--- src/rtl/core/bfs_visit_order_engine_defines.svh ---
// ----------------------------------------------------------------------------
// bfs_visit_order_engine_defines.svh
// Assertion macros for the breadth-first visit-order engine. The enclosing
// module must have clk and arst_n in scope.
// ----------------------------------------------------------------------------
`ifndef BFS_VISIT_ORDER_ENGINE_DEFINES_SVH
`define BFS_VISIT_ORDER_ENGINE_DEFINES_SVH

// Same-cycle implication, quiet while reset is asserted.
`define BFSV_ASSERT_IMP(lbl, ante, cons, msg) \
	lbl: assert property (@(posedge clk) disable iff (!arst_n) (ante) |-> (cons)) \
		else $error(msg);

// Next-cycle implication, quiet while reset is asserted.
`define BFSV_ASSERT_NXT(lbl, ante, cons, msg) \
	lbl: assert property (@(posedge clk) disable iff (!arst_n) (ante) |=> (cons)) \
		else $error(msg);

`endif

--- src/rtl/core/bfsv_pkg.sv ---
// ----------------------------------------------------------------------------
// bfsv_pkg
// Shared types, codes and defaults of the breadth-first visit-order engine.
// ----------------------------------------------------------------------------
package bfsv_pkg;

	localparam int unsigned NODE_COUNT_DEF = 16;
	localparam int unsigned ADJ_SLOTS_DEF  = 64;
	localparam int unsigned CAP_BITS_DEF   = 16;

	localparam int unsigned VERT_W  = 4;
	localparam int unsigned CAP_W   = 16;
	localparam int unsigned ORDER_W = 4;
	localparam int unsigned VIN_CNT = 1 << VERT_W;

	typedef enum logic {
		REQ_ADD = 1'b0,
		REQ_RUN = 1'b1
	} req_kind_t;

	typedef enum logic [1:0] {
		STAT_ADDED = 2'd0,
		STAT_FULL  = 2'd1,
		STAT_VISIT = 2'd2
	} status_t;

	typedef struct packed {
		req_kind_t           req_type;
		logic [VERT_W-1:0]   source_vertex;
		logic [VERT_W-1:0]   dest_vertex;
		logic [CAP_W-1:0]    capacity;
	} req_t;

	typedef struct packed {
		status_t             status;
		logic [ORDER_W-1:0]  order_index;
		logic [VERT_W-1:0]   vertex;
		logic [CAP_W-1:0]    capacity_seen;
		logic                last;
	} res_t;

	// controller -> datapath
	typedef struct packed {
		logic latch_req;
		logic add_fwd;
		logic add_rev;
		logic load_add;
		logic run_init;
		logic deq;
		logic walk_adv;
		logic flush;
	} cmd_t;

	// datapath -> controller
	typedef struct packed {
		logic req_run;
		logic drop;
		logic fifo_empty;
		logic head_null;
		logic walk_hit;
		logic link_null;
		logic out_free;
	} sts_t;

endpackage

--- src/rtl/core/bfsv_if.sv ---
// ----------------------------------------------------------------------------
// bfsv_if
// Valid/ready channels for request beats and result beats.
// ----------------------------------------------------------------------------
interface bfsv_req_if;
	import bfsv_pkg::*;

	logic valid;
	logic ready;
	req_t data;

	modport source (output valid, output data, input ready);
	modport sink (input valid, input data, output ready);
endinterface

interface bfsv_res_if;
	import bfsv_pkg::*;

	logic valid;
	logic ready;
	res_t data;

	modport source (output valid, output data, input ready);
	modport sink (input valid, input data, output ready);
endinterface

--- src/rtl/core/bfsv_ram.sv ---
// ----------------------------------------------------------------------------
// bfsv_ram
// Generic single-write, single-read RAM with registered read data.
// ----------------------------------------------------------------------------
module bfsv_ram #(
	parameter int unsigned WIDTH = 8,
	parameter int unsigned DEPTH = 64
) (
	input  logic                     clk,
	input  logic                     we,
	input  logic [$clog2(DEPTH)-1:0] waddr,
	input  logic [WIDTH-1:0]         wdata,
	input  logic                     re,
	input  logic [$clog2(DEPTH)-1:0] raddr,
	output logic [WIDTH-1:0]         rdata
);
	logic [WIDTH-1:0] mem_q [DEPTH];

	always_ff @(posedge clk) begin
		if (we) begin
			mem_q[waddr] <= wdata;
		end
		if (re) begin
			rdata <= mem_q[raddr];
		end
	end
endmodule

--- src/rtl/core/bfsv_ctrl.sv ---
// ----------------------------------------------------------------------------
// bfsv_ctrl
// Sequencer for edge insertion and breadth-first walks.
// ----------------------------------------------------------------------------
module bfsv_ctrl (
	input  logic           clk,
	input  logic           arst_n,
	input  logic           in_valid,
	output logic           in_ready,
	input  bfsv_pkg::sts_t sts,
	output bfsv_pkg::cmd_t cmd
);
	import bfsv_pkg::*;

	typedef enum logic [7:0] {
		ST_IDLE     = 8'b0000_0001,
		ST_ADD_FWD  = 8'b0000_0010,
		ST_ADD_REV  = 8'b0000_0100,
		ST_ADD_DONE = 8'b0000_1000,
		ST_RUN_INIT = 8'b0001_0000,
		ST_DEQ      = 8'b0010_0000,
		ST_WALK     = 8'b0100_0000,
		ST_FLUSH    = 8'b1000_0000
	} state_t;

	state_t state_q;
	state_t state_d;

	always_comb begin
		state_d  = state_q;
		cmd      = '0;
		in_ready = 1'b0;
		case (state_q)
			ST_IDLE: begin
				in_ready = 1'b1;
				if (in_valid) begin
					cmd.latch_req = 1'b1;
					state_d = sts.req_run ? ST_RUN_INIT : ST_ADD_FWD;
				end
			end
			ST_ADD_FWD: begin
				if (sts.drop) begin
					state_d = ST_ADD_DONE;
				end else begin
					cmd.add_fwd = 1'b1;
					state_d = ST_ADD_REV;
				end
			end
			ST_ADD_REV: begin
				cmd.add_rev = 1'b1;
				state_d = ST_ADD_DONE;
			end
			ST_ADD_DONE: begin
				if (sts.out_free) begin
					cmd.load_add = 1'b1;
					state_d = ST_IDLE;
				end
			end
			ST_RUN_INIT: begin
				cmd.run_init = 1'b1;
				state_d = ST_DEQ;
			end
			ST_DEQ: begin
				if (sts.fifo_empty) begin
					state_d = ST_FLUSH;
				end else begin
					cmd.deq = 1'b1;
					if (!sts.head_null) begin
						state_d = ST_WALK;
					end
				end
			end
			ST_WALK: begin
				// hold on a new discovery while the output beat is still pending
				if (!(sts.walk_hit && !sts.out_free)) begin
					cmd.walk_adv = 1'b1;
					if (sts.link_null) begin
						state_d = ST_DEQ;
					end
				end
			end
			ST_FLUSH: begin
				if (sts.out_free) begin
					cmd.flush = 1'b1;
					state_d = ST_IDLE;
				end
			end
			default: begin
				state_d = ST_IDLE;
			end
		endcase
	end

	always_ff @(posedge clk or negedge arst_n) begin
		if (!arst_n) begin
			state_q <= ST_IDLE;
		end else begin
			state_q <= state_d;
		end
	end
endmodule

--- src/rtl/core/bfsv_dp.sv ---
// ----------------------------------------------------------------------------
// bfsv_dp
// Datapath: adjacency RAM, list heads, visited marks, vertex FIFO, pending
// record and output register.
// ----------------------------------------------------------------------------
module bfsv_dp #(
	parameter int unsigned NODE_COUNT = bfsv_pkg::NODE_COUNT_DEF,
	parameter int unsigned ADJ_SLOTS  = bfsv_pkg::ADJ_SLOTS_DEF,
	parameter int unsigned CAP_BITS   = bfsv_pkg::CAP_BITS_DEF
) (
	input  logic           clk,
	input  logic           arst_n,
	input  bfsv_pkg::req_t in_data,
	output logic           out_valid,
	output bfsv_pkg::res_t out_data,
	input  logic           out_ready,
	input  bfsv_pkg::cmd_t cmd,
	output bfsv_pkg::sts_t sts
);
	import bfsv_pkg::*;

	// Only VIN_CNT distinct vertex numbers can ever arrive.
	localparam int unsigned VCNT = (NODE_COUNT < VIN_CNT) ? NODE_COUNT : VIN_CNT;
	localparam int unsigned VW   = $clog2(VCNT);
	localparam int unsigned CW   = $clog2(VCNT + 1);
	localparam int unsigned AW   = $clog2(ADJ_SLOTS);
	localparam int unsigned LW   = $clog2(ADJ_SLOTS + 1);
	localparam int unsigned WW   = VW + CAP_BITS + LW;
	localparam logic [LW-1:0] LINK_NULL = LW'(ADJ_SLOTS);

	logic [VW-1:0] mod_tab [VIN_CNT];

	for (genvar g = 0; g < VIN_CNT; g++) begin : g_mod
		localparam int unsigned RED = g % NODE_COUNT;
		assign mod_tab[g] = VW'(RED);
	end

	logic [VW-1:0]       src_q;
	logic [VW-1:0]       dst_q;
	logic [CAP_BITS-1:0] cap_q;
	logic                drop_q;

	logic [LW-1:0] used_q;
	logic [LW-1:0] head_q [VCNT];
	logic          visited_q [VCNT];
	logic [VW-1:0] fifo_q [VCNT];
	logic [CW-1:0] fhead_q;
	logic [CW-1:0] ftail_q;
	res_t          pend_q;
	res_t          pend_last;
	res_t          out_q;
	logic          out_valid_q;

	logic                ram_we;
	logic [AW-1:0]       ram_waddr;
	logic [WW-1:0]       ram_wdata;
	logic                ram_re;
	logic [AW-1:0]       ram_raddr;
	logic [WW-1:0]       ram_rdata;
	logic [VW-1:0]       rd_vert;
	logic [CAP_BITS-1:0] rd_cap;
	logic [LW-1:0]       rd_link;
	logic [VW-1:0]       cur_vert;
	logic [LW-1:0]       head_cur;
	logic                hit;
	logic                out_free;

	assign {rd_vert, rd_cap, rd_link} = ram_rdata;

	assign cur_vert = fifo_q[fhead_q[VW-1:0]];
	assign head_cur = head_q[cur_vert];
	assign hit      = !visited_q[rd_vert];
	assign out_free = !out_valid_q || out_ready;

	// pending record marked as the closing beat of a run
	always_comb begin
		pend_last      = pend_q;
		pend_last.last = 1'b1;
	end

	assign ram_we    = cmd.add_fwd || cmd.add_rev;
	assign ram_waddr = used_q[AW-1:0];
	assign ram_wdata = cmd.add_fwd ? {dst_q, cap_q, head_q[src_q]}
	                               : {src_q, {CAP_BITS{1'b0}}, head_q[dst_q]};
	assign ram_re    = (cmd.deq && (head_cur != LINK_NULL)) ||
	                   (cmd.walk_adv && (rd_link != LINK_NULL));
	assign ram_raddr = cmd.deq ? head_cur[AW-1:0] : rd_link[AW-1:0];

	bfsv_ram #(
		.WIDTH (WW),
		.DEPTH (ADJ_SLOTS)
	) u_adj_ram (
		.clk   (clk),
		.we    (ram_we),
		.waddr (ram_waddr),
		.wdata (ram_wdata),
		.re    (ram_re),
		.raddr (ram_raddr),
		.rdata (ram_rdata)
	);

	always_comb begin
		sts            = '0;
		sts.req_run    = (in_data.req_type == REQ_RUN);
		sts.drop       = drop_q;
		sts.fifo_empty = (fhead_q == ftail_q);
		sts.head_null  = (head_cur == LINK_NULL);
		sts.walk_hit   = hit;
		sts.link_null  = (rd_link == LINK_NULL);
		sts.out_free   = out_free;
	end

	assign out_valid = out_valid_q;
	assign out_data  = out_q;

	// control state
	always_ff @(posedge clk or negedge arst_n) begin
		if (!arst_n) begin
			used_q      <= '0;
			fhead_q     <= '0;
			ftail_q     <= '0;
			out_valid_q <= 1'b0;
			for (int i = 0; i < VCNT; i++) begin
				head_q[i]    <= LINK_NULL;
				visited_q[i] <= 1'b0;
			end
		end else begin
			if (cmd.add_fwd) begin
				head_q[src_q] <= used_q;
				used_q        <= used_q + LW'(1);
			end
			if (cmd.add_rev) begin
				head_q[dst_q] <= used_q;
				used_q        <= used_q + LW'(1);
			end
			if (cmd.run_init) begin
				for (int i = 0; i < VCNT; i++) begin
					visited_q[i] <= (VW'(i) == src_q);
				end
				fhead_q <= '0;
				ftail_q <= CW'(1);
			end
			if (cmd.deq) begin
				fhead_q <= fhead_q + CW'(1);
			end
			if (cmd.walk_adv && hit) begin
				visited_q[rd_vert] <= 1'b1;
				ftail_q            <= ftail_q + CW'(1);
			end
			if (cmd.load_add || cmd.flush || (cmd.walk_adv && hit)) begin
				out_valid_q <= 1'b1;
			end else if (out_ready) begin
				out_valid_q <= 1'b0;
			end
		end
	end

	// payload
	always_ff @(posedge clk) begin
		if (cmd.latch_req) begin
			src_q  <= mod_tab[in_data.source_vertex];
			dst_q  <= mod_tab[in_data.dest_vertex];
			cap_q  <= CAP_BITS'(in_data.capacity);
			drop_q <= (32'(used_q) + 32'd2) > 32'(ADJ_SLOTS);
		end
		if (cmd.run_init) begin
			fifo_q[0]            <= src_q;
			pend_q.status        <= STAT_VISIT;
			pend_q.order_index   <= '0;
			pend_q.vertex        <= VERT_W'(src_q);
			pend_q.capacity_seen <= '0;
			pend_q.last          <= 1'b0;
		end
		if (cmd.walk_adv && hit) begin
			fifo_q[ftail_q[VW-1:0]] <= rd_vert;
			out_q                   <= pend_q;
			pend_q.order_index      <= ORDER_W'(ftail_q);
			pend_q.vertex           <= VERT_W'(rd_vert);
			pend_q.capacity_seen    <= CAP_W'(rd_cap);
		end
		if (cmd.flush) begin
			out_q <= pend_last;
		end
		if (cmd.load_add) begin
			out_q.status        <= drop_q ? STAT_FULL : STAT_ADDED;
			out_q.order_index   <= '0;
			out_q.vertex        <= '0;
			out_q.capacity_seen <= '0;
			out_q.last          <= 1'b1;
		end
	end
endmodule

--- src/rtl/core/bfs_visit_order_engine.sv ---
// ----------------------------------------------------------------------------
// bfs_visit_order_engine
// Adjacency-list store with a breadth-first walker that reports visit order.
// ----------------------------------------------------------------------------
// Requests arrive one beat at a time on req and are worked one at a time;
// req.ready is high only while the engine is idle. An add-edge beat puts a
// forward entry at the head of the source's list and a reverse entry (capacity
// 0) at the head of the destination's list, then returns one status beat.
// When fewer than two slots are free the edge is dropped with a full status.
// A run beat clears the visited marks and walks breadth-first from the start
// vertex, each list newest entry first, returning one visit beat per
// discovered vertex (start vertex first, order 0, capacity 0); the final beat
// carries last. The walk dequeues each reached vertex and then reads its
// adjacency entries one at a time through the single read port of the
// adjacency RAM. A stalled res channel holds the walk. Vertex numbers are
// reduced modulo NODE_COUNT; capacities are kept in their low CAP_BITS bits.
// There is no clearing pass after reset.
`include "bfs_visit_order_engine_defines.svh"

module bfs_visit_order_engine #(
	parameter int unsigned NODE_COUNT = bfsv_pkg::NODE_COUNT_DEF,
	parameter int unsigned ADJ_SLOTS  = bfsv_pkg::ADJ_SLOTS_DEF,
	parameter int unsigned CAP_BITS   = bfsv_pkg::CAP_BITS_DEF
) (
	input  logic       clk,
	input  logic       arst_n,
	bfsv_req_if.sink   req,
	bfsv_res_if.source res
);
	import bfsv_pkg::*;

	cmd_t cmd;
	sts_t sts;
	logic flush_beat_ok;

	// Sequencer: owns the request handshake and issues at most one command per cycle.
	bfsv_ctrl u_ctrl (
		.clk      (clk),
		.arst_n   (arst_n),
		.in_valid (req.valid),
		.in_ready (req.ready),
		.sts      (sts),
		.cmd      (cmd)
	);

	// Datapath: the adjacency RAM, list heads, visited marks and vertex FIFO.
	// A pending record register holds the newest discovery so that the final
	// beat can be marked last; the output register decouples the res side.
	bfsv_dp #(
		.NODE_COUNT (NODE_COUNT),
		.ADJ_SLOTS  (ADJ_SLOTS),
		.CAP_BITS   (CAP_BITS)
	) u_dp (
		.clk       (clk),
		.arst_n    (arst_n),
		.in_data   (req.data),
		.out_valid (res.valid),
		.out_data  (res.data),
		.out_ready (res.ready),
		.cmd       (cmd),
		.sts       (sts)
	);

	// Closing visit beat as presented on res.
	assign flush_beat_ok = res.valid && res.data.last && (res.data.status == STAT_VISIT);

	// Commands are exclusive: the sequencer drives one step at a time.
	`BFSV_ASSERT_IMP(a_cmd_excl, 1'b1, $onehot0(cmd), "more than one command issued")
	// While idle, any beat still waiting must be the closing one of a request.
	`BFSV_ASSERT_IMP(a_idle_last, req.ready && res.valid, res.data.last, "idle, beat not final")
	// Flushing the pending record always presents a final visit beat.
	`BFSV_ASSERT_NXT(a_flush_out, cmd.flush, flush_beat_ok, "flush gave no final visit beat")
endmodule
--- src/flat_wrapper.sv ---
// flat-port wrapper written by rule: the top's interface ports become plain ports
module bfs_visit_order_engine_flat import bfsv_pkg::*;
#(
	parameter int unsigned NODE_COUNT = bfsv_pkg::NODE_COUNT_DEF,
	parameter int unsigned ADJ_SLOTS  = bfsv_pkg::ADJ_SLOTS_DEF,
	parameter int unsigned CAP_BITS   = bfsv_pkg::CAP_BITS_DEF
)
  (clk, arst_n, req_valid, req_data, req_ready, res_valid, res_data, res_ready);
  bfsv_req_if req_i ();
  bfsv_res_if res_i ();
  input  logic clk;
  input  logic arst_n;
  input wire logic [$bits(req_i.valid)-1:0] req_valid;
  input wire logic [$bits(req_i.data)-1:0] req_data;
  output wire logic [$bits(req_i.ready)-1:0] req_ready;
  output wire logic [$bits(res_i.valid)-1:0] res_valid;
  output wire logic [$bits(res_i.data)-1:0] res_data;
  input wire logic [$bits(res_i.ready)-1:0] res_ready;
  assign req_i.valid = req_valid;
  assign req_i.data = req_data;
  assign req_ready = req_i.ready;
  assign res_valid = res_i.valid;
  assign res_data = res_i.data;
  assign res_i.ready = res_ready;
  bfs_visit_order_engine #(.NODE_COUNT(NODE_COUNT), .ADJ_SLOTS(ADJ_SLOTS), .CAP_BITS(CAP_BITS)) u_core (.clk(clk), .arst_n(arst_n), .req(req_i), .res(res_i));
endmodule
--- config.mk ---
export PLATFORM = sky130hd
export DESIGN_NAME = bfs_visit_order_engine_flat
export DESIGN_NICKNAME = d
export VERILOG_FILES = /design/src/rtl/core/bfsv_pkg.sv /design/src/rtl/core/bfsv_if.sv /design/src/rtl/core/bfsv_ram.sv /design/src/rtl/core/bfsv_ctrl.sv /design/src/rtl/core/bfsv_dp.sv /design/src/rtl/core/bfs_visit_order_engine.sv /design/src/flat_wrapper.sv
export VERILOG_INCLUDE_DIRS = /design/src /design/src/rtl/core
export SDC_FILE = /design/constraint.sdc
export NUM_CORES = 2
export LEC_CHECK = 0
export BUFFER_PORTS_ARGS = -buffer_cell sky130_fd_sc_hd__buf_2
export CAP_MARGIN = 5
export CORE_MARGIN = 3
export CORE_UTILIZATION = 55
export DETAILED_ROUTE_END_ITERATION = 8
export PLACE_DENSITY_LB_ADDON = 0.05
export SETUP_SLACK_MARGIN = 0.2
export SYNTH_ARGS = -nofsm -noshare
export SYNTH_HDL_FRONTEND = slang
export SYNTH_HIERARCHICAL = 1
export SYNTH_SLANG_ARGS = --single-unit
--- constraint.sdc ---
create_clock -name clk -period 5.2 [get_ports clk]
set_input_delay 1.04 -clock clk [delete_from_list [all_inputs] [get_ports clk]]
set_output_delay 1.04 -clock clk [all_outputs]
set_load 0.1 [all_outputs]
== Yosys cells after proc, flatten, opt, wreduce, memory -nomap -nowiden ==
Memories as Yosys holds them, arrays and structs flattened. A register that Yosys moved wholly into a read port is not among the register bits.
Index checks and enable logic that the tools add are counted.

* Register bits: 222
* Memory bits (writable): 1792
* ROM bits: 128
* Input port bits: 29
* Output and inout port bits: 29
* Word-level logic and storage cells: 201
* Memories: 4

{| class="wikitable"
|+ Memories
! memory !! words !! bits a word !! rd ports !! clocked after Yosys merged registers in !! wr ports !! line !! source
|-
| u_core.u_dp.u_adj_ram.mem_q || 64 || 27 || 1 || 1 || 1 || bfsv_ram.sv:17 || <nowiki>logic [WIDTH-1:0] mem_q [DEPTH];</nowiki>
|-
| (no name shown) || 16 || 4 || 1 || 1 || 0 || bfsv_dp.sv:162 || <nowiki>dst_q <= mod_tab[in_data.dest_vertex];</nowiki>
|-
| (no name shown) || 16 || 4 || 1 || 1 || 0 || bfsv_dp.sv:161 || <nowiki>src_q <= mod_tab[in_data.source_vertex];</nowiki>
|-
| u_core.u_dp.fifo_q || 16 || 4 || 1 || 0 || 1 || bfsv_dp.sv:46 || <nowiki>logic [VW-1:0] fifo_q [VCNT];</nowiki>
|}

* Add/sub/neg operators: 4
* $lt $le $gt $ge: 8
* Equality and inequality tests: 33
* Mux-type cells: 72
* Bitwise operators: 7
* Reductions and logical operators: 26

{| class="wikitable"
|+ Operators with widths
! cell !! number
|-
| bitwise mux 112 bit || 2
|-
| two-way mux 112 bit || 2
|-
| two-way mux 27 bit || 4
|-
| binary-select mux 7 bit (select 4 bit) || 3
|-
| two-way mux 7 bit || 10
|-
| demux 7 bit (select 4 bit) || 2
|-
| one-hot mux 8 bit (7 select lines) || 1
|-
| two-way mux 8 bit || 6
|-
| == test 4 bit (first input constant) || 8
|-
| two-way mux 16 bit || 2
|-
| NOT 4 -> 5 bit || 6
|-
| two-way mux 1 bit || 27
|-
| two-way mux 25 bit || 1
|-
| two-way mux 5 bit || 5
|-
| two-way mux 24 bit || 1
|-
| greater-or-equal comparator 5 bit (second input constant) || 4
|-
| == test 3 x 4 -> 1 bit (first input constant) || 4
|-
| OR 16 bit || 1
|-
| less-than comparator 5 x 1 -> 1 bit (second input constant) || 3
|-
| == test 7 bit (second input constant) || 2
|-
| != test 7 bit (second input constant) || 2
|-
| two-way mux 4 bit || 3
|-
| adder 5 x 1 -> 5 bit (second input constant) || 2
|-
| nonzero test 2 bit || 5
|-
| 28 further kinds || 44
|}

== Logic depth before layout (Yosys ltp) ==
* Depth in word-level cells: 13
* Depth in mapped cells: 20
* Mapped depth without buffers: 13

== Modules after synthesis ==
The synthesis kept the hierarchy.

{| class="wikitable"
|+ By module, submodules not included
! module !! times used !! cells an instance !! area an instance (um^2) !! sequential area each (um^2)
|-
| bfsv_ram || 1 || 3002 || 66887.9 || 52700.5
|-
| bfsv_dp || 1 || 1047 || 14536.4 || 7627.3
|-
| bfsv_ctrl || 1 || 59 || 528.0 || 201.4
|}

== Least setup slack after synthesis ==
Ideal clock, no wire load.

* Path type: register -> register
* Start: reg u_core.u_ctrl.state_q[7]
* End: mem u_core/u_dp/u_adj_ram/mem_q[48][0] in the netlist's numbering, enable pin
* Library setup time: 445 ps
* Arrival: 4051 ps
* Data required time: 4755 ps
* Slack: 704 ps
* Stages on the path, launching flop included: 10
* Path buffers: 1
* Period minus slack after synthesis: 4496 ps
* Cell sequence: dfrtp_1 -> nor3_2 -> nand2_2 -> nor3_1 -> buf_1 -> nor2_1 -> inv_1 -> nor2b_1 -> nand4b_1 -> nor3_1

{| class="wikitable"
|+ RTL lines
! what !! line !! source
|-
| start, declared || bfsv_ctrl.sv:26 || <nowiki>state_t state_q;</nowiki>
|-
| start signal, assigned || bfsv_ctrl.sv:98 || <nowiki>state_q <= state_d;</nowiki>
|-
| end, declared || bfsv_ram.sv:17 ||
|}

== Final worst setup path ==
* Start: reg u_core.u_dp.fhead_q[0]
* End: reg u_core.u_dp.u_adj_ram.rdata[26], read port of u_core.u_dp.u_adj_ram.mem_q (data pin)

* Elaborated cells on any way between the ends: 12
* Those cells by class: 2 x eq/ne; 6 x mux; 1 x bitwise; 2 x reduce/logical; 1 x memory

{| class="wikitable"
|+ RTL lines
! what !! line !! source
|-
| start, declared || bfsv_dp.sv:47 || <nowiki>logic [CW-1:0] fhead_q;</nowiki>
|-
| start signal, assigned || bfsv_dp.sv:144 || <nowiki>fhead_q <= fhead_q + CW'(1);</nowiki>
|-
| memory (16 x 4 bit) || -- ||
|-
| NOT 4 -> 5 bit (not written as such) || bfsv_dp.sv:71 || <nowiki>assign head_cur = head_q[cur_vert];</nowiki>
|-
| binary-select mux 7 bit (select 4 bit) || bfsv_dp.sv:71 ||
|-
| two-way mux 7 bit (not written as such) (2 in series) || bfsv_dp.sv:71 ||
|-
| two-way mux 6 bit * || bfsv_dp.sv:87 || <nowiki>assign ram_raddr = cmd.deq ? head_cur[AW-1:0] : rd_link[AW-1:0];</nowiki>
|-
| named net u_core.u_dp.ram_raddr[3] || bfsv_dp.sv:58 || <nowiki>logic [AW-1:0] ram_raddr;</nowiki>
|-
| end, declared || bfsv_ram.sv:15 || <nowiki>output logic [WIDTH-1:0] rdata</nowiki>
|}

The timed path passes the listed nets; every way through them passes the cells marked *. The select of a mux whose other input is x is not followed.
A chain may end at the register's enable or synchronous reset.

==> reports/metrics.csv <==
metric;value;unit
post-place setup slack;-467;ps
vias in the first global route;42465;
post-synthesis net count;4145;
Post-Synthesis Mean Instance Area;19.9;µm²
final critical-path share of the clock period;95.5;%
wire length per cell;32.1;µm
WP data required;5760;ps
final layout net count;4594;
unique cell type count in the Yosys netlist;81;
power density over cell area;405;mW/mm²
clock tree from TritonCTS;done;
clock root buffer;sky130_fd_sc_hd__clkbuf_16;
clock latency reported for the late side of the worst-skew pair;820;ps
category of the worst setup path launch point;register;
WS Path Type;register to register;
final antenna-violating net count;0;
total gr overflow;0;
horizontal extent of the die;392;µm
number of clock buffers inserted by TritonCTS;204;
global-route wire length before repair;306000;µm
placed wire-length estimate after detailed placement;128000;µm
number of H-tree levels;4;
most used cells in the layout excluding fill and tap cells;sky130_fd_sc_hd__edfxtp_1 (1870), sky130_fd_sc_hd__mux4_2 (433), sky130_fd_sc_hd__buf_4 (347), sky130_fd_sc_hd__mux2i_1 (290), sky130_fd_sc_hd__clkbuf_16 (215);
violation count after the first detailed-route iteration;4660;
warning count from the yosys run;6;
class of the worst hold path;input port to asynchronous set/reset pin;
routability cong.;0.873;
Total Die Area;0.154;mm²
final setup skew;31.9;ps
cell types with the largest area share after synthesis;sky130_fd_sc_hd__edfxtp_1 (69%), sky130_fd_sc_hd__mux4_2 (12%), sky130_fd_sc_hd__dfrtp_1 (4.2%), sky130_fd_sc_hd__mux2i_1 (3.7%), sky130_fd_sc_hd__mux2_2 (1.8%);
cell type with the largest total area after synthesis;sky130_fd_sc_hd__edfxtp_1;
most common flop cell mapped by yosys;sky130_fd_sc_hd__edfxtp_1;
final total negative setup slack;0;ps
Die Y;392;µm
category of the worst setup path capture point;register;
count of unresolved DRC violations after routing;0;
placed instance count;6228;
largest net degree at the start of global routing;88;
Post-synth EDFFs;1870;
cell count after synthesis;4108;
WL final;214000;µm
setup-violating endpoint count in the final report;0;
final cell count without fillers;6665;
starting density of the core;55.4;%
CTS sink cnt;2049;
cell row count;141;
clock transition time at the flip-flop clock pins of the worst setup and hold paths;60;ps
# port buffers;57;
detailed-route via count;42645;
number of synthesized register bits;2049;
worst vdd ir;0.340;mV
per-cell via count in the routed design;6.40;
transition at the pin with the smallest max-transition slack;1370;ps
Pre-antenna DRT Iters;5;
CORE AREA;0.148;mm²
leakage power total;33.6;nW
share of cells above drive strength 1;33.1;%
data arrival time of the worst path;5530;ps
signed area change from the synthesized netlist to the final layout;16.5;%
total standard cell area after synthesis;0.0820;mm²
number of hold violations in the final report;0;
status;completed;
max-capacitance violation count;0;
number of placed I/O pins;58;
final number of max-transition violations;0;
share of synthesized area occupied by flip-flops and latches;73.9;%
global-route usage over all layers;28.1;%
crit path time final;4970;ps
R2R setup slack;230;ps
largest driver fanout on the critical path;23;
max frequency;201;MHz
relative slew slack;8.63;%
number of hold buffers added after cts;0;
antenna violations before repair;13;
post-synth top area share;68.5;%
worst slack on hold paths;270;ps
commonest non-fill, non-tap cell in the layout;sky130_fd_sc_hd__edfxtp_1;
unrepaired setup endpoints after global routing;yes;
deepest clock path buffer count;3;
async set-or-reset flop fraction in the synthesized netlist;7.52;%
Setup WS post-layout;233;ps
==> kinds of logic (layout without fill, tap and decap cells) <==
kind of cell	Yosys count	count (layout)	synth area share [%]
other	0	7	0
and+or+nand+nor	394	394	2.53
muxes	868	868	17.4
buffers and inverters	273	893	1.69
xor gates and xnor gates	17	17	0.182
AOI/OAI and AO/OA	499	499	4.17
DFF	2049	2049	73.9
adders and majority gates	8	8	0.122
==> cell usage after synthesis, drive strengths merged (11+ instances only) <==
cell,n
dfxtp,25
mux2,135
dfstp,17
nand2b,19
edfxtp,1870
nand2,82
a22oi,112
and3,42
o21ai,117
a31oi,54
clkbuf,118
o31ai,24
nand3b,11
and2,41
inv,11
buf,144
dfrtp,137
mux4,434
mux2i,299
a21o,24
xnor2,12
nor2,110
a22o,28
nand3,24
o22ai,88
nor3,18
a211oi,16
==> worst max-delay path: stages, from the launching register on <==
cell                       delay (ps)
sky130_fd_sc_hd__dfrtp_1          390
sky130_fd_sc_hd__buf_12           140
sky130_fd_sc_hd__buf_4            140
sky130_fd_sc_hd__mux4_2           500
sky130_fd_sc_hd__a22o_1           340
sky130_fd_sc_hd__nor2_8           240
sky130_fd_sc_hd__buf_4            170
sky130_fd_sc_hd__nand2_1           60
sky130_fd_sc_hd__buf_4            150
sky130_fd_sc_hd__buf_4            140
sky130_fd_sc_hd__o21bai_1         180
sky130_fd_sc_hd__nand4_1          260
sky130_fd_sc_hd__o21ai_4          100
sky130_fd_sc_hd__buf_12           160
sky130_fd_sc_hd__buf_4            190
sky130_fd_sc_hd__or3b_2           490
sky130_fd_sc_hd__buf_12           190
sky130_fd_sc_hd__o22ai_1          300
sky130_fd_sc_hd__o31ai_1          140
sky130_fd_sc_hd__buf_4            210
sky130_fd_sc_hd__and3_1           180
==> per-stage QoR <==
step / utilization [%] / power [mW] / instance area, µm²
2_1_floorplan: - / 22.3 / 82000
3_3_place_gp: 59.2 / 24.3 / 87600
3_5_place_dp: 59.2 / 24.3 / 87600
4_1_cts: 64.1 / 38.8 / 94700
5_1_grt: 64.6 / 40.0 / 95500
6_report: 64.6 / 38.7 / 95500
==> registers in the layout (all words and copies together) (netlist names), 4 cells and up <==
register and cells:
u_core/u_dp/u_adj_ram/mem_q 1728, u_core/u_dp/head_q 112, u_core/u_dp/fifo_q 64, u_core/u_dp/out_data 27, u_core/u_dp/u_adj_ram/rdata 27, u_core/u_dp/pend_last 24
u_core/u_dp/cap_q 16, u_core/u_dp/visited_q 16, u_core/u_ctrl/state_q 8, u_core/u_dp/used_q 7, u_core/u_dp/fhead_q 5, u_core/u_dp/ftail_q 5
u_core/u_dp/dst_q 4, u_core/u_dp/src_q 4
==> final cells by class <==
type	instances	area, µm²
Antenna cell	7	17.5
Clock buffer	272	5540
Clock inverter	105	1010
Fill cell	9980	52300
Inverter	11	41.3
Multi-Input combinational cell	1786	21100
Sequential cell	2049	60500
Tap cell	1930	2410
Timing Repair Buffer	505	4900
==> timing repair <==
action	4_1_cts	5_1_grt
gates resized for setup	60	84
setup buffers	16	25
endpoints found under the setup margin	27	27
cloned	6	6
pin swaps	8	29
==> layer usage <==
metal	vias to the layer above	track usage, %	part of all wire [%]
li1	17940	-	-
met1	22644	40.3	41
met2	1736	45.2	49
met3	325	4.57	7.6
met4	0	8.22	2.8
met5	-	0	0
==> power by group <==
part / leakage [nW] / total (mW) / internal [mW] / switching (mW)
combinational: 10.2 / 5.63 / 2.14 / 3.49
sequential: 20.2 / 18.7 / 18.4 / 0.282
clock: 3.19 / 14.4 / 8.26 / 6.12
total: 33.6 / 38.7 / 28.8 / 9.89
==> path summary, 6_finish.rpt <==
kind	from	endpoint	depth (start not counted)
max reg2reg	u_core/u_dp/fhead_q[0]	u_core/u_dp/u_adj_ram/rdata[26]	20
min	arst_n	u_core/u_dp/head_q[64]	1
max	u_core/u_dp/fhead_q[0]	u_core/u_dp/u_adj_ram/rdata[26]	20
max in group asynchronous	arst_n	u_core/u_dp/visited_q[9]	2
min reg2reg	u_core/u_dp/pend_last[19]	u_core/u_dp/out_data[19]	1
min in group clk	req_data[18]	u_core/u_dp/dst_q[2]	1
(Power assumes the default switching activity.)
